==> src/hw/rtl/ksda_pkg.sv <==
package ksda_pkg;

   localparam int KEY_W       = 3;
   localparam int SAMPLE_W    = 4;
   localparam int FLAG_W      = 8;
   localparam int DELAY_W     = 15;
   localparam int COUNT_W     = 16;
   localparam int CSR_DATA_W  = 32;
   localparam int CSR_ADDR_W  = 3;

   // debounce thresholds on the number of high samples
   localparam logic [SAMPLE_W-1:0] UP_ABOVE   = SAMPLE_W'(7);
   localparam logic [SAMPLE_W-1:0] DOWN_BELOW = SAMPLE_W'(3);

   localparam logic [DELAY_W-1:0] DELAY_RESET    = DELAY_W'(50);
   localparam logic [DELAY_W-1:0] INTERVAL_RESET = DELAY_W'(5);

   // register select, taken from paddr bit 2
   localparam logic REG_DELAY    = 1'b0;
   localparam logic REG_INTERVAL = 1'b1;

   localparam logic ACTION_SCAN  = 1'b0;
   localparam logic ACTION_CLEAR = 1'b1;

   typedef enum logic [1:0] {
      BEEP_NONE  = 2'd0,
      BEEP_SHORT = 2'd1,
      BEEP_LONG  = 2'd2
   } beep_type;

   typedef struct packed {
      logic             clear;
      logic             key_ok;
      logic [KEY_W-1:0] key;
      logic             go_up;
      logic             go_down;
   } cmd_type;

   typedef struct packed {
      logic [FLAG_W-1:0] pressed_flags;
      logic [FLAG_W-1:0] debounced_up;
      beep_type          beep_request;
   } rsp_type;

endpackage

==> src/hw/rtl/key_scan_debounce_autorepeat_core.sv <==
// Keypad debounce with auto repeat. Each item on the req side is either a scan result for
// one key (its index and how many samples read high) or a clear of all pressed flags; each
// item gives exactly one result on the rsp side with the pressed flags, the debounced
// levels and a beep request. The block sustains one item per clock while the result queue
// has room: a classifying front end feeds a two-entry command queue, the state update
// consumes one command per cycle into a two-entry result queue, registering a result as
// its command is popped. Keys at or above KEYS are ignored. The two delay registers sit at
// byte addresses 0 and 4 and should only be written while no item is in flight.
module key_scan_debounce_autorepeat_core
   import ksda_pkg::*;
#(
   parameter int KEYS = 8
) (
   input  logic                  clock,
   input  logic                  reset,
   input  logic                  push,
   output logic                  full,
   input  logic                  req_action,
   input  logic [KEY_W-1:0]      req_key_index,
   input  logic [SAMPLE_W-1:0]   req_high_samples,
   output logic                  empty,
   input  logic                  pop,
   output logic [FLAG_W-1:0]     rsp_pressed_flags,
   output logic [FLAG_W-1:0]     rsp_debounced_up,
   output logic [1:0]            rsp_beep_request,
   input  logic                  psel,
   input  logic                  penable,
   input  logic                  pwrite,
   input  logic [CSR_ADDR_W-1:0] paddr,
   input  logic [CSR_DATA_W-1:0] pwdata,
   output logic [CSR_DATA_W-1:0] prdata,
   output logic                  pready
);

   logic [DELAY_W-1:0] delay_ff, delay_in;
   logic [DELAY_W-1:0] interval_ff, interval_in;
   logic [COUNT_W-1:0] limit_ff, limit_in;
   logic               csr_write;

   cmd_type cmd_wr, cmd_rd;
   rsp_type rsp_wr, rsp_rd;
   logic    cmd_push, cmd_full, cmd_pop, cmd_empty;
   logic    rsp_push, rsp_full;

   assign pready    = 1'b1;
   assign csr_write = psel & penable & pwrite & pready;

   always_comb begin
      delay_in    = delay_ff;
      interval_in = interval_ff;
      if (csr_write) begin
         unique case (paddr[2])
            REG_DELAY:    delay_in    = pwdata[DELAY_W-1:0];
            REG_INTERVAL: interval_in = pwdata[DELAY_W-1:0];
            default:      ;
         endcase
      end
      // repeat threshold kept precomputed
      limit_in = COUNT_W'(delay_in) + COUNT_W'(interval_in);
   end

   always_comb begin
      unique case (paddr[2])
         REG_DELAY:    prdata = CSR_DATA_W'(delay_ff);
         REG_INTERVAL: prdata = CSR_DATA_W'(interval_ff);
         default:      prdata = '0;
      endcase
   end

   always_ff @(posedge clock) begin
      if (reset) begin
         delay_ff    <= DELAY_RESET;
         interval_ff <= INTERVAL_RESET;
         limit_ff    <= COUNT_W'(DELAY_RESET) + COUNT_W'(INTERVAL_RESET);
      end else begin
         delay_ff    <= delay_in;
         interval_ff <= interval_in;
         limit_ff    <= limit_in;
      end
   end

   ksda_front #(
      .KEYS (KEYS)
   ) u_front (
      .push         (push),
      .full         (full),
      .action       (req_action),
      .key_index    (req_key_index),
      .high_samples (req_high_samples),
      .cmd_push     (cmd_push),
      .cmd          (cmd_wr),
      .cmd_full     (cmd_full)
   );

   ksda_fifo #(
      .WIDTH ($bits(cmd_type)),
      .DEPTH (2)
   ) u_cmd_queue (
      .clock (clock),
      .reset (reset),
      .push  (cmd_push),
      .wdata (cmd_wr),
      .full  (cmd_full),
      .pop   (cmd_pop),
      .rdata (cmd_rd),
      .empty (cmd_empty)
   );

   ksda_back #(
      .KEYS (KEYS)
   ) u_back (
      .clock     (clock),
      .reset     (reset),
      .cmd_empty (cmd_empty),
      .cmd       (cmd_rd),
      .cmd_pop   (cmd_pop),
      .rsp_full  (rsp_full),
      .rsp_push  (rsp_push),
      .rsp       (rsp_wr),
      .reload    (delay_ff),
      .limit     (limit_ff)
   );

   ksda_fifo #(
      .WIDTH ($bits(rsp_type)),
      .DEPTH (2)
   ) u_rsp_queue (
      .clock (clock),
      .reset (reset),
      .push  (rsp_push),
      .wdata (rsp_wr),
      .full  (rsp_full),
      .pop   (pop),
      .rdata (rsp_rd),
      .empty (empty)
   );

   assign rsp_pressed_flags = rsp_rd.pressed_flags;
   assign rsp_debounced_up  = rsp_rd.debounced_up;
   assign rsp_beep_request  = rsp_rd.beep_request;

endmodule

==> src/hw/rtl/ksda_fifo.sv <==
module ksda_fifo #(
   parameter int WIDTH = 8,
   parameter int DEPTH = 2
) (
   input  logic             clock,
   input  logic             reset,
   input  logic             push,
   input  logic [WIDTH-1:0] wdata,
   output logic             full,
   input  logic             pop,
   output logic [WIDTH-1:0] rdata,
   output logic             empty
);

   localparam int PTR_W = (DEPTH > 1) ? $clog2(DEPTH) : 1;
   localparam int CNT_W = $clog2(DEPTH + 1);

   logic [WIDTH-1:0] entry_ff [DEPTH];
   logic [PTR_W-1:0] wr_ptr_ff, wr_ptr_in;
   logic [PTR_W-1:0] rd_ptr_ff, rd_ptr_in;
   logic [CNT_W-1:0] count_ff, count_in;
   logic             do_push, do_pop;

   assign full    = (count_ff == CNT_W'(DEPTH));
   assign empty   = (count_ff == '0);
   assign do_push = push & ~full;
   assign do_pop  = pop & ~empty;
   assign rdata   = entry_ff[rd_ptr_ff];

   always_comb begin
      wr_ptr_in = wr_ptr_ff;
      rd_ptr_in = rd_ptr_ff;
      count_in  = count_ff;
      if (do_push) begin
         wr_ptr_in = (wr_ptr_ff == PTR_W'(DEPTH - 1)) ? '0 : wr_ptr_ff + 1'b1;
      end
      if (do_pop) begin
         rd_ptr_in = (rd_ptr_ff == PTR_W'(DEPTH - 1)) ? '0 : rd_ptr_ff + 1'b1;
      end
      if (do_push && !do_pop) begin
         count_in = count_ff + 1'b1;
      end else if (do_pop && !do_push) begin
         count_in = count_ff - 1'b1;
      end
   end

   always_ff @(posedge clock) begin
      if (reset) begin
         wr_ptr_ff <= '0;
         rd_ptr_ff <= '0;
         count_ff  <= '0;
      end else begin
         wr_ptr_ff <= wr_ptr_in;
         rd_ptr_ff <= rd_ptr_in;
         count_ff  <= count_in;
      end
   end

   always_ff @(posedge clock) begin
      if (do_push) begin
         entry_ff[wr_ptr_ff] <= wdata;
      end
   end

endmodule

==> src/hw/rtl/ksda_front.sv <==
module ksda_front
   import ksda_pkg::*;
#(
   parameter int KEYS = 8
) (
   input  logic                push,
   output logic                full,
   input  logic                action,
   input  logic [KEY_W-1:0]    key_index,
   input  logic [SAMPLE_W-1:0] high_samples,
   output logic                cmd_push,
   output cmd_type             cmd,
   input  logic                cmd_full
);

   assign full     = cmd_full;
   assign cmd_push = push & ~cmd_full;

   always_comb begin
      cmd.clear   = (action == ACTION_CLEAR);
      cmd.key_ok  = ({1'b0, key_index} < (KEY_W + 1)'(KEYS));
      cmd.key     = key_index;
      cmd.go_up   = (high_samples > UP_ABOVE);
      cmd.go_down = (high_samples < DOWN_BELOW);
   end

endmodule

==> src/hw/rtl/ksda_back.sv <==
module ksda_back
   import ksda_pkg::*;
#(
   parameter int KEYS = 8
) (
   input  logic               clock,
   input  logic               reset,
   input  logic               cmd_empty,
   input  cmd_type            cmd,
   output logic               cmd_pop,
   input  logic               rsp_full,
   output logic               rsp_push,
   output rsp_type            rsp,
   input  logic [DELAY_W-1:0] reload,
   input  logic [COUNT_W-1:0] limit
);

   localparam int IDX_W = (KEYS > 1) ? $clog2(KEYS) : 1;

   logic [FLAG_W-1:0]  level_ff, level_in;
   logic [FLAG_W-1:0]  event_ff, event_in;
   logic [COUNT_W-1:0] hold_ff [KEYS];
   logic [COUNT_W-1:0] hold_in, hold_next;
   logic               hold_we;
   logic [IDX_W-1:0]   idx;
   logic [FLAG_W-1:0]  mask;
   logic               was_up, now_up, fire;
   beep_type           beep;

   assign fire     = ~cmd_empty & ~rsp_full;
   assign cmd_pop  = fire;
   assign rsp_push = fire;
   assign idx      = cmd.key[IDX_W-1:0];
   assign mask     = FLAG_W'(1) << cmd.key;
   assign was_up   = level_ff[cmd.key];

   always_comb begin
      level_in  = level_ff;
      event_in  = event_ff;
      hold_we   = 1'b0;
      hold_next = hold_ff[idx] + 1'b1;
      hold_in   = hold_next;
      beep      = BEEP_NONE;
      now_up    = cmd.go_up | (was_up & ~cmd.go_down);
      if (cmd.clear) begin
         event_in = '0;
      end else if (cmd.key_ok) begin
         level_in = now_up ? (level_ff | mask) : (level_ff & ~mask);
         if (now_up && !was_up) begin
            // release edge
            event_in = event_ff | mask;
            hold_in  = '0;
            hold_we  = 1'b1;
         end else if (!now_up && was_up) begin
            beep = BEEP_LONG;
         end else if (!now_up && !was_up) begin
            hold_we = 1'b1;
            if (limit < hold_next) begin
               // auto repeat fires
               event_in = event_ff | mask;
               hold_in  = COUNT_W'(reload);
               beep     = BEEP_SHORT;
            end
         end
      end
   end

   always_comb begin
      rsp.pressed_flags = event_in;
      rsp.debounced_up  = level_in;
      rsp.beep_request  = beep;
   end

   always_ff @(posedge clock) begin
      if (reset) begin
         level_ff <= '1;
         event_ff <= '0;
         for (int i = 0; i < KEYS; i++) begin
            hold_ff[i] <= '0;
         end
      end else if (fire) begin
         level_ff <= level_in;
         event_ff <= event_in;
         if (hold_we) begin
            hold_ff[idx] <= hold_in;
         end
      end
   end

endmodule
==> config.mk <==
export PLATFORM = sky130hd
export DESIGN_NAME = key_scan_debounce_autorepeat_core
export DESIGN_NICKNAME = d
export VERILOG_FILES = /design/src/hw/rtl/ksda_pkg.sv /design/src/hw/rtl/key_scan_debounce_autorepeat_core.sv /design/src/hw/rtl/ksda_fifo.sv /design/src/hw/rtl/ksda_front.sv /design/src/hw/rtl/ksda_back.sv
export SDC_FILE = /design/constraint.sdc
export NUM_CORES = 1
export LEC_CHECK = 0
export BUFFER_PORTS_ARGS = -buffer_cell sky130_fd_sc_hd__buf_4
export CAP_MARGIN = 20
export CORE_ASPECT_RATIO = 0.6
export CORE_MARGIN = 2
export CORE_UTILIZATION = 35
export DETAILED_ROUTE_END_ITERATION = 8
export HOLD_SLACK_MARGIN = 0.1
export PLACE_DENSITY = 0.62
export SETUP_SLACK_MARGIN = 0.05
export SYNTH_ARGS = -nofsm -noshare
export SYNTH_HDL_FRONTEND = slang
export SYNTH_HIERARCHICAL = 1
export SYNTH_SLANG_ARGS = --single-unit
==> constraint.sdc <==
create_clock -name clock -period 6.9 [get_ports clock]
set_input_delay 0.345 -clock clock [delete_from_list [all_inputs] [get_ports clock]]
set_output_delay 0.345 -clock clock [all_outputs]
set_load 0.05 [all_outputs]
# Word-level counts from Yosys, hierarchy flattened
# Memory sizes are Yosys's and may differ from the RTL's. A register that Yosys moved wholly into a read port is not among the register bits.
# Index checks and enable logic that the tools add are counted.
[word_totals] register_bits=70 mem_bits_rw=176 output_inout_bits=53 memories=3
[op_classes] add_sub_neg=10 n_lt_le_gt_ge=4 n_eq_ne=2 shifts=1 muxes=58 bitwise_logic=20 n_reduce_logical=18
[memory_table] name="u_back.hold_ff" words=8 width=16 rd=1 rd_ports_with_merged_regs=0 wr=8 line_no="ksda_back.sv:22" text="logic [COUNT_W-1:0] hold_ff [KEYS];"
[memory_table] name="u_rsp_queue.entry_ff" words=2 width=18 rd=1 rd_ports_with_merged_regs=1 wr=1 line_no="ksda_fifo.sv:18" text="logic [WIDTH-1:0] entry_ff [DEPTH];"
[memory_table] name="u_cmd_queue.entry_ff" words=2 width=6 rd=1 rd_ports_with_merged_regs=1 wr=1 line_no="ksda_fifo.sv:18"
[op_table] operator="2-to-1 mux 16 bit" n=7
[op_table] operator="2-to-1 mux 8 bit" n=9
[op_table] operator="case mux 32 bit (2 select lines)" n=1
[op_table] operator="2-to-1 mux 15 bit" n=4
[op_table] operator="2-to-1 mux 1 bit" n=26
[op_table] operator="2-to-1 mux 2 bit" n=9
[op_table] operator="adder 15 x 15 -> 16 bit" n=1
[op_table] operator="adder 16 x 1 -> 16 bit, second input constant" n=1
[op_table] operator="less-than comparator 16 bit" n=1
[op_table] operator="OR 8 bit" n=2
[op_table] operator="OR reduction 16 bit" n=1
[op_table] operator="AND 1 bit" n=9
[op_table] operator="AND 8 bit" n=1
[op_table] operator="inverter 8 bit" n=1
[op_table] operator="left shift 1 x 3 -> 8 bit, first input constant" n=1
[op_table] operator="logical AND 1 bit" n=7
[op_table] operator="zero test 1 bit" n=6
[op_table] operator="inverter 1 bit" n=6
[op_table] operator="adder 1 bit, second input constant" n=4
[op_table] operator="adder 2 x 1 -> 2 bit, second input constant" n=2
[op_table] operator="== test 2 bit, second input constant" n=2
[op_table] operator="greater-than comparator 4 x 3 -> 1 bit, second input constant" n=1
[op_table] operator="zero test 2 bit" n=2
[op_table] operator="less-than comparator 3 x 4 -> 1 bit, second input constant" n=1
[op_table] operator="6 further kinds" n=8

# Logic depth before layout (Yosys ltp)
# Gate-level depths: netlist of the first run.
[logic_depth] word_depth=17 ltp_mapped=27 mapped_depth_nobuf=20

# Cells and area by module
# The synthesis of the first run kept the hierarchy.
[modules_own_cells] module="ksda_back" instances=1 cells_per_inst=663 area_each_um2=7719.9 seq_area_each_um2=4164.0
[modules_own_cells] module="key_scan_debounce_autorepeat_core" instances=1 cells_per_inst=276 area_each_um2=2780.2 seq_area_each_um2=920.9
[modules_own_cells] module="ksda_fifo (u_rsp_queue)" instances=1 cells_per_inst=81 area_each_um2=1514.0 seq_area_each_um2=1181.1
[modules_own_cells] module="ksda_fifo (u_cmd_queue)" instances=1 cells_per_inst=47 area_each_um2=721.9 seq_area_each_um2=520.5
[modules_own_cells] module="ksda_front" instances=1 cells_per_inst=10 area_each_um2=71.3 seq_area_each_um2=0.0

# Least setup slack after synthesis of the first run
# No wires, ideal clock.
[synth_timing] path_type="reg2reg" startpoint="register with a tool-made name" endpoint="memory u_back.hold_ff[0][2], data pin" setup_time_ns=0.272 arrival_ns=5.334 required_ns=6.628 path_slack_ns=1.294 stages_incl_launch_ff=28 path_buffers=8 period_less_slack_ns=5.606 cell_sequence="dfxtp_1 buf_2 mux2_2 buf_6 buf_12 buf_8 buf_8 buf_4 mux2i_1 a22oi_1 o211ai_1 inv_1 ha_1 inv_1 nor4_1 nand4_1 or4_4 nand2_1 ha_1 a21oi_1 a21boi_0 nor4_1 and4_1 clkbuf_1 a21o_1 buf_2 a2bb2oi_1 nor2_1"
[synth_lines] element="end, declared" line_no="ksda_back.sv:22"

==> impl_metrics.py, run 1 <==
metrics = {
    "drt": {
        "drc_errors": 0,
        "dr.pass1.iters": 6,
        "wl_met3_mm": 3.16,
        "top_layer": "met4",
        "drt.antenna.violating_nets": 0,
        "post_drt_wl_per_cell_microns": 20.3,
        "wl_met2_mm": 13.2,
        "routed_wl_mm": 33.4,
        "initialDrtViolationCount": 818,
        "routed_via_density": 5.37,
        "wl_met1_mm": 16.6,
        "dr_total_vias": 8837,
    },
    "synth": {
        "synth_seq_cells": 250,
        "syn_area_sq_um": 12800,
        "avgSynthCellArea_sq_um": 11.9,
        "ys_types": 86,
        "ys_warn_count": 6,
        "syn_inst": 1077,
        "synthArstFlopShare_pct": 0,
        "synth_ff_type": "edfxtp_1",
        "synthTopCellsByArea": "edfxtp_1 (42%), dfxtp_1 (11%), mux2_2 (6.8%)",
        "ys_seq_area_share_pct": 53.0,
        "synth_top_area_share_pct": 41.7,
        "synth_edf_count": 178,
        "yosys.area.top_type": "edfxtp_1",
    },
    "die": {
        "dieArea_sq_um": 38200,
        "die_height_microns": 152,
        "dieWidth_microns": 251,
        "start_util_pct": 35.4,
        "core_area_sq_um": 36200,
        "rows": 54,
        "ios": 103,
    },
    "setup_path": {
        "cp.arrival_ps": 6830,
        "reg2reg_depth": 21,
        "critPathCaptureType": "flip-flop",
        "required_ps": 7360,
        "worst-path-max-fanout": 22,
        "crit_type": "flip-flop to flip-flop",
        "critPathLaunchType": "flip-flop",
        "r2r_slack_ps": 530,
        "timing.rr.end": "u_back/event_ff[2]",
    },
    "layout": {
        "syn_to_final_growth_pct": 15.1,
        "multiInputGateArea_sq_um": 5560,
        "nNetsFinal": 1235,
        "drive_above_1_share_pct": 22.7,
        "final_cell_area_sq_um": 14700,
        "n_antenna_cell": 0,
        "layout_common_cells": "edfxtp_1 (178), nor2_1 (162), buf_4 (89), mux2_2 (77), dfxtp_1 (72)",
        "seq_area_sq_um": 6790,
        "layout_commonest_cell": "edfxtp_1",
        "fill_cells": 3452,
    },
    "power_and_ir_drop": {
        "peakVddDrop_mv": 0.206,
        "power_leakage_nw": 5.60,
        "cellPowerDensity_nw_per_um2": 402,
    },
    "clocking": {
        "clock-sinks": 250,
        "path_clk_slew_ps": 60,
        "cts_root_buf": "clkbuf_16",
        "cts_buffers": 25,
        "cts_tree": "built",
        "worstSkewPairLatency_ps": 560,
        "clock_path_buffers": 3,
        "h-tree-depth": 1,
    },
    "timing": {
        "period_needed_ps": 6370,
        "worst_pin_slew_ps": 1150,
        "finalCritPeriodShare_pct": 92.3,
        "slew_violations": 0,
        "fin_skew_ps": 12.1,
        "fmax_mhz": 157,
        "setup_violations": 0,
        "tns_ps": 0,
        "rsz0062_at_grt": "false",
        "whs_ps": 148,
        "slew_headroom_pct": 23.6,
        "final-hold-violation-count": 0,
    },
    "global_routing": {
        "grt_max_degree": 50,
        "grt_pass1_vias": 8558,
        "grtUsageTotal_pct": 17.5,
        "antenna_found_initial": 0,
        "grt_pass1_wl_mm": 51.4,
        "grt_overflow_total": 0,
    },
    "min_path": {
        "min-delay-start": "pwdata[4]",
        "holdCritPathClass": "primary input to flip-flop",
        "hold_depth": 3,
        "hold_end": "delay_ff[4]",
    },
    "placement": {
        "gp_congestion": 0.856,
        "dp_hpwl_mm": 23.7,
        "portBuffers": 65,
        "dpl_cell_area_sq_um": 13700,
    },
    "run": {
        "maxCapViolCount": 0,
    },
    "outcome": {
        "status": "completed",
    },
}
==> metal layers <==
| metal | vias up | track usage, % |
|---|---|---|
| li1 | 4107 | - |
| met1 | 4358 | 27.7 |
| met2 | 338 | 23.8 |
| met3 | 34 | 4.49 |
| met4 | 0 | 3.03 |
| met5 | - | 0 |
==> report_power, final <==
group / internal [W] / switching (W) / total [W]
registers: 0.00179 / 0.0000758 / 0.00187
logic: 0.000876 / 0.00169 / 0.00257
clock network: 0.000872 / 0.000610 / 0.00148
total: 0.00354 / 0.00238 / 0.00592
==> synth_stat cells (all sizes together) (3+ instances only) <==
library cell,number
o22ai,3
nand3b,5
or4,9
mux2i,33
a31oi,8
o31ai,8
or2,9
xnor2,11
nor4b,4
xor2,16
nand4,13
nand2b,17
a211o,9
nand3,20
a2bb2oi,5
or3,8
o21ai,16
a21o,10
o211ai,4
and4,3
ha,32
nor3,26
edfxtp,178
nor4,5
o2bb2ai,4
a32oi,6
nor3b,3
conb,3
mux2,79
inv,17
mux4,17
clkbuf,17
buf,52
and2,17
dfxtp,72
a22oi,8
a22o,6
nor2b,32
nor2,163
and3,15
nand2,44
a21oi,37
==> layout make-up <==
| type | instances | area share [%] |
|---|---|---|
| inverters | 19 | 0.484 |
| multi-input cells | 755 | 37.7 |
| flip-flops and latches | 250 | 46.1 |
| clock inverters | 14 | 1.48 |
| well taps | 476 | 4.04 |
| repair buffers | 101 | 5.74 |
| clock buffers | 32 | 4.49 |
==> flip-flops by register name, indices dropped and copies added (netlist names), named ones only <==
register and count:
u_rsp_queue/count_ff 2, limit_ff 16, u_back/hold_ff 128, u_back/level_ff 8, u_back/event_ff 8, u_cmd_queue/wr_ptr_ff 1, u_rsp_queue/rd_ptr_ff 1, interval_ff 15
u_cmd_queue/entry_ff 14, u_cmd_queue/rd_ptr_ff 1, u_rsp_queue/entry_ff 36, delay_ff 15, u_rsp_queue/wr_ptr_ff 1, u_cmd_queue/count_ff 2
==> worst max-delay path, cell delays in order (launching register included) <==
cell	delay (ps)
dfxtp_1	440
buf_4	170
mux2_2	590
nor2b_1	330
a22o_1	270
a211o_1	360
inv_2	130
ha_1	190
inv_1	120
nor4_1	480
nand4_1	290
or4_4	600
nand2_1	100
ha_1	250
a21oi_1	150
a21boi_0	150
nor4_1	260
and4_2	390
a21o_1	300
buf_4	280
nand2_1	100
a311oi_1	280
==> metrics by stage <==
step	setup WS (ps)	total power [W]	utilization, %	std cells
2_1_floorplan	1290	0.00366	-	1093
3_3_place_gp	854	0.00436	37.8	1589
3_5_place_dp	612	0.00441	37.8	1590
4_1_cts	585	0.00591	40.5	1644
5_1_grt	51.4	0.00621	40.7	1647
6_report	534	0.00592	40.7	1647
==> logic make-up (layout without fill, tap and decap cells) <==
| logic type | Yosys count | after routing | share of synthesized area (%) |
|---|---|---|---|
| DFF | 250 | 250 | 53.0 |
| muxes | 129 | 129 | 12.8 |
| other | 3 | 19 | 0.0879 |
| buffers and inverters | 88 | 166 | 4.14 |
| adders and majority gates | 34 | 34 | 3.36 |
| xor gates and xnor gates | 27 | 27 | 1.91 |
| and+or+nand+nor | 398 | 398 | 15.9 |
| AOI/OAI and AO/OA | 148 | 148 | 8.76 |
==> timing repair <==
item / 4_1_cts / 5_1_grt
hold buffers: 8 / 0
gates resized for setup: 0 / 2
endpoints found under the hold margin: 13 / 0
setup buffers: 0 / 0
endpoints found under the setup margin: 0 / 39
==> worst max path at each step <==
stage	end	depth (start not counted)
final	u_back/event_ff[2]	21
after global routing	u_back/hold_ff[4][5]	20
after CTS	u_back/hold_ff[2][7]	21
after detailed placement	u_back/hold_ff[2][7]	21
after global placement	u_back/hold_ff[4][5]	20
after floorplan	u_back/hold_ff[0][2]	27
Note: power is estimated with default switching activity, not from simulation.
==> inputs of run 2 (changes only) <==
CORE_UTILIZATION = 50   (was 35)
PLACE_DENSITY = 0.82   (was 0.62)
clock period = 5.6 ns   (was 6.9 ns; I/O delays follow)
==> impl_metrics.py, run 2 (synthesized netlist as in run 1, its figures left out) <==
metrics = {
    "global_routing": {
        "grt_overflow_total": 0,
        "antenna_found_initial": 0,
        "grt_pass1_wl_mm": 49.2,
        "grt_max_degree": 56,
        "grt_pass1_vias": 8772,
        "grtUsageTotal_pct": 23.8,
    },
    "clocking": {
        "path_clk_slew_ps": 70,
        "worstSkewPairLatency_ps": 530,
        "cts_root_buf": "clkbuf_16",
        "h-tree-depth": 1,
        "clock_path_buffers": 3,
        "cts_buffers": 23,
        "clock-sinks": 250,
        "cts_tree": "built",
    },
    "power_and_ir_drop": {
        "switching_share_pct": 40.6,
        "cell_internal_pwr_w": 0.00434,
        "pwr-share-seq_pct": 31.7,
        "p_switching_w": 0.00296,
        "peakVddDrop_mv": 0.296,
        "p_comb_share_pct": 46.8,
        "power_leakage_nw": 5.71,
        "cellPowerDensity_nw_per_um2": 496,
        "power_frac_clock_pct": 21.4,
    },
    "die": {
        "dieWidth_microns": 211,
        "rows": 45,
        "core_area_sq_um": 25200,
        "start_util_pct": 50.8,
        "ios": 103,
        "dieArea_sq_um": 27000,
        "die_height_microns": 128,
    },
    "layout": {
        "layout_commonest_cell": "edfxtp_1",
        "largest_register_ffs": 128,
        "syn_to_final_growth_pct": 14.8,
        "top_register": "u_back/hold_ff",
        "finalNonFillerCells": 1532,
        "layout_common_cells": "edfxtp_1 (178), nor2_1 (162), buf_4 (128), mux2_2 (74), dfxtp_1 (71)",
        "reg.largest.list": "u_back/hold_ff: 128 flops, u_rsp_queue/entry_ff: 36 flops, limit_ff: 16 flops",
        "drive_above_1_share_pct": 25.5,
        "fin_util_pct": 58.3,
        "n_antenna_cell": 0,
        "nNetsFinal": 1271,
    },
    "setup_path": {
        "critPathCaptureType": "flip-flop",
        "reg2reg_depth": 24,
        "crit_type": "flip-flop to flip-flop",
        "required_ps": 5860,
        "r2r_slack_ps": 230,
        "worst-path-max-fanout": 8,
        "cp.arrival_ps": 5630,
        "critPathLaunchType": "flip-flop",
        "timing.rr.end": "u_back/hold_ff[4][12]",
    },
    "drt": {
        "routed_via_density": 6.04,
        "dr.pass1.iters": 6,
        "post_drt_wl_per_cell_microns": 21.3,
        "drt.antenna.violating_nets": 0,
        "routed_wl_mm": 32.7,
        "dr_total_vias": 9248,
        "initialDrtViolationCount": 1116,
        "drc_errors": 0,
    },
    "min_path": {
        "hold_depth": 3,
        "hold_end": "delay_ff[5]",
        "min-delay-start": "pwdata[5]",
        "holdCritPathClass": "primary input to flip-flop",
    },
    "placement": {
        "portBuffers": 65,
        "dpl.cell_count": 1481,
        "gp_congestion": 0.923,
        "dp_hpwl_mm": 23.0,
    },
    "timing": {
        "finalCritPeriodShare_pct": 95.9,
        "period_needed_ps": 5370,
        "slew_violations": 0,
        "fin_skew_ps": 9.38,
        "rsz0062_at_grt": "false",
        "whs_ps": 117,
        "slew_headroom_pct": 23.4,
        "setup_violations": 0,
        "fmax_mhz": 186,
        "worst_pin_slew_ps": 1150,
        "final-hold-violation-count": 0,
    },
    "run": {
        "maxCapViolCount": 0,
    },
    "outcome": {
        "status": "completed",
    },
}
-- run 2: worst max-delay path by stage --
stage,end,cells past startpoint,startpoint,slack (ps)
detailed placement,u_back/hold_ff[5][15],21,flip-flop,80
global route,u_back/hold_ff[4][12],24,flip-flop,30
finish,u_back/hold_ff[4][12],24,flip-flop,230
CTS,u_back/hold_ff[6][15],21,flip-flop,90
floorplan,u_back/hold_ff[0][2],27,flip-flop,-6
global placement,u_back/hold_ff[5][15],18,flip-flop,160
-- run 2: stage by stage --
step	power [W]	setup WS, ps	TNS [ps]	area (sq um)
finish	0.00729	229	0	14700
global route	0.00760	28.6	0	14700
CTS	0.00714	92.9	0	14600
detailed placement	0.00558	80.0	0	13800
global placement	0.00550	160	0	13800
floorplan	0.00451	-6.20	-198	12900
-- run 2: layout make-up --
type                            instances  area [sq um]
Timing Repair Buffer                  138          1070
Clock inverter                         14           123
Fill cell                            2041         10500
Clock buffer                           26           597
Inverter                               19          71.3
Sequential cell                       250          6790
Tap cell                              329           412
Multi-Input combinational cell        756          5640
-- run 2: worst max-delay path, stage by stage (launching register included) --
cell and delay (ps):
dfxtp_4 370, buf_4 180, mux2_4 300, buf_4 190, inv_2 70, a2bb2oi_1 150, buf_4 160, o211ai_1 140
inv_1 120, ha_1 180, inv_1 70, nor4_2 300, nand4_1 210, buf_4 200, or4_4 480, nand2_1 90
ha_1 110, and4_1 240, nand3_2 160, nor3_2 240, nand4_1 260, buf_4 240, and3_1 210, a31oi_4 320
nor2_1 110
-- run 2: what timing repair did --
item / in CTS / in global routing
gates resized for setup: 1 / 19
hold endpoints to repair: 15 / 0
cloned: 0 / 1
hold buffers: 9 / 0
buffers inserted: 0 / 1
pin swaps: 0 / 5
setup endpoints to repair: 5 / 152
-- run 2: power by group through the flow --
stage / Clock (W) / Sequential (W) / Combinational, W
after floorplan: 0 / 0.00229 / 0.00221
after global placement: 0 / 0.00233 / 0.00317
after detailed placement: 0 / 0.00234 / 0.00323
after CTS: 0.00157 / 0.00231 / 0.00326
after global routing: 0.00164 / 0.00233 / 0.00362
final: 0.00156 / 0.00231 / 0.00342
-- run 2: per-layer routing --
metal | routed length [microns] | global-route usage (%) | vias to the layer above | share of wire [%]
li1 | - | - | 4178 | -
met1 | 14300 | 35.5 | 4491 | 44
met2 | 13700 | 34.2 | 531 | 42
met3 | 4180 | 7.35 | 48 | 13
met4 | 500 | 4.31 | 0 | 1.5
met5 | 0 | 0 | - | 0
==> inputs of run 3 (changes only) <==
MAX_ROUTING_LAYER = met4   (was not set)
SETUP_SLACK_MARGIN = 0.4   (was 0.05)
==> impl_metrics.py, run 3 (synthesized netlist as in run 1, its figures left out) <==
metrics = {
    "setup_path": {
        "cp.arrival_ps": 5410,
        "critPathCaptureType": "flip-flop",
        "required_ps": 5860,
        "reg2reg_depth": 22,
        "cp_slowest_stage_delay_ps": 590,
        "path_cells": "buf_6 > mux2_4 > buf_6 > mux2i_4 > a22oi_2 > o211ai_1 > inv_2 > ha_4 > inv_4 > nor4_4 > nand4_1 > or4_4 > nand2_4 > ha_4 > a21oi_4 > a21boi_2 > nor4_2 > and4_4 > a21o_1 > buf_12 > a2bb2oi_4 > nor2_1",
        "worst_path_max_delay_cell": "or4_4",
        "crit_cells": 22,
        "worst-path-max-fanout": 8,
        "critical_path.top_delay_family": "simple AND/OR/NAND/NOR gates",
        "crit_type": "flip-flop to flip-flop",
        "timing.critical_path.buf_inv": 5,
        "critPathLaunchType": "flip-flop",
    },
    "layout": {
        "fill_cells": 1949,
        "n_antenna_cell": 0,
        "layout_commonest_cell": "edfxtp_1",
        "largest_register_ffs": 128,
        "nNetsFinal": 1278,
        "layout_common_cells": "edfxtp_1 (178), nor2_1 (142), buf_4 (128), mux2_2 (74), dfxtp_1 (71)",
        "final_cell_area_sq_um": 15100,
        "top_register": "u_back/hold_ff",
        "reg.largest.list": "u_back/hold_ff: 128 flops, u_rsp_queue/entry_ff: 36 flops, limit_ff: 16 flops",
        "syn_to_final_growth_pct": 18.1,
        "drive_above_1_share_pct": 29.1,
    },
    "run": {
        "maxCapViolCount": 0,
    },
    "timing": {
        "period_needed_ps": 5150,
        "fin_skew_ps": 14.4,
        "slew_violations": 0,
        "finalCritPeriodShare_pct": 91.9,
        "worst_pin_slew_ps": 1080,
        "setup_violations": 0,
        "fmax_mhz": 194,
        "final-hold-violation-count": 0,
        "slew_headroom_pct": 28.1,
        "tns_ps": 0,
        "rsz0062_at_grt": "true",
    },
    "power_and_ir_drop": {
        "cell_internal_pwr_w": 0.00458,
        "pwr-share-seq_pct": 30.1,
        "peakVddDrop_mv": 0.309,
        "switching_share_pct": 40.1,
        "p_switching_w": 0.00307,
        "power_leakage_nw": 5.81,
        "cellPowerDensity_nw_per_um2": 506,
        "p_comb_share_pct": 49.5,
        "power_frac_clock_pct": 20.4,
    },
    "outcome": {
        "status": "completed",
    },
    "drt": {
        "dr.pass1.iters": 7,
        "routed_via_density": 6.02,
        "initialDrtViolationCount": 1104,
        "post_drt_wl_per_cell_microns": 21.3,
        "drt.antenna.violating_nets": 0,
        "dr_total_vias": 9275,
        "routed_wl_mm": 32.7,
        "drc_errors": 0,
    },
    "min_path": {
        "hold_depth": 3,
        "holdCritPathClass": "primary input to flip-flop",
    },
    "die": {
        "dieWidth_microns": 211,
        "core_area_sq_um": 25200,
        "ios": 103,
        "die_height_microns": 128,
        "dieArea_sq_um": 27000,
        "rows": 45,
        "start_util_pct": 50.8,
    },
    "placement": {
        "dpl_cell_area_sq_um": 13800,
        "portBuffers": 65,
        "dp_hpwl_mm": 22.7,
        "gp_congestion": 0.918,
    },
    "clocking": {
        "cts_tree": "built",
        "cts_root_buf": "clkbuf_16",
        "worstSkewPairLatency_ps": 530,
        "h-tree-depth": 1,
        "clock_path_buffers": 3,
        "clock-sinks": 250,
        "cts_buffers": 23,
        "path_clk_slew_ps": 60,
    },
    "global_routing": {
        "grt_overflow_total": 0,
        "grt_pass1_wl_mm": 49.1,
        "grt_pass1_vias": 8818,
        "antenna_found_initial": 0,
        "grtUsageTotal_pct": 24.3,
        "grt_max_degree": 56,
    },
}
-- run 3: worst register-to-register path: cells and delay by family, from the launching register on --
family	cells	cell delay (ps)
and+or+nand+nor	7	1960
DFF	1	350
muxes	2	560
adders and majority gates	2	380
AOI/OAI and AO/OA	6	1020
buffers and inverters	5	600
-- run 3: final cells by class --
cell class                      count  area [sq um]  share of cell area, %
Clock buffer                       31           626                   4.13
Multi-Input combinational cell    755          5940                   39.3
Clock inverter                     10          97.6                  0.645
Tap cell                          329           412                   2.72
Inverter                           19          76.3                  0.504
Timing Repair Buffer              146          1190                   7.88
Sequential cell                   250          6790                   44.9
-- run 3: metal layers --
metal,wire [microns],track usage (%),vias up
li1,-,-,4197
met1,14300,36.0,4502
met2,14000,34.1,515
met3,3810,5.29,61
met4,656,5.63,0
met5,0,-,-
-- run 3: timing repair --
| action | 4_1_cts | 5_1_grt |
|---|---|---|
| hold buffers | 8 | 0 |
| gates resized for setup | 9 | 63 |
| endpoints found under the hold margin | 14 | 0 |
| endpoints found under the setup margin | 131 | 146 |
| pin swaps | 3 | 26 |
| setup buffers | 1 | 19 |
-- run 3: power groups by stage --
| stage | Combinational (W) | Sequential, W | Clock (W) |
|---|---|---|---|
| after floorplan | 0.00236 | 0.00229 | 0 |
| after global placement | 0.00319 | 0.00233 | 0 |
| after detailed placement | 0.00326 | 0.00234 | 0 |
| after CTS | 0.00333 | 0.00230 | 0.00158 |
| after global routing | 0.00399 | 0.00233 | 0.00166 |
| final | 0.00378 | 0.00231 | 0.00156 |
-- run 3: per-stage QoR --
| step | instances | util, % | worst slack, ps | hold slack [ps] | power, W |
|---|---|---|---|---|---|
| floorplan | 1093 | - | 421 | 349 | 0.00465 |
| global placement | 1471 | 54.9 | 252 | 443 | 0.00552 |
| detailed placement | 1471 | 54.9 | 114 | 463 | 0.00560 |
| CTS | 1521 | 58.2 | 413 | 102 | 0.00721 |
| global route | 1540 | 60.0 | 320 | 112 | 0.00797 |
| finish | 1540 | 60.0 | 451 | 115 | 0.00765 |
-- run 3: worst paths after layout --
check | startpoint | endpoint | slack [ps]
max reg2reg | flip-flop | u_back/hold_ff[6][2] | 450
max | flip-flop | u_back/hold_ff[6][2] | 450
min | pwdata[5] | delay_ff[5] | 110
min reg2reg | u_back/event_ff[7] | u_back/event_ff[7] | 480
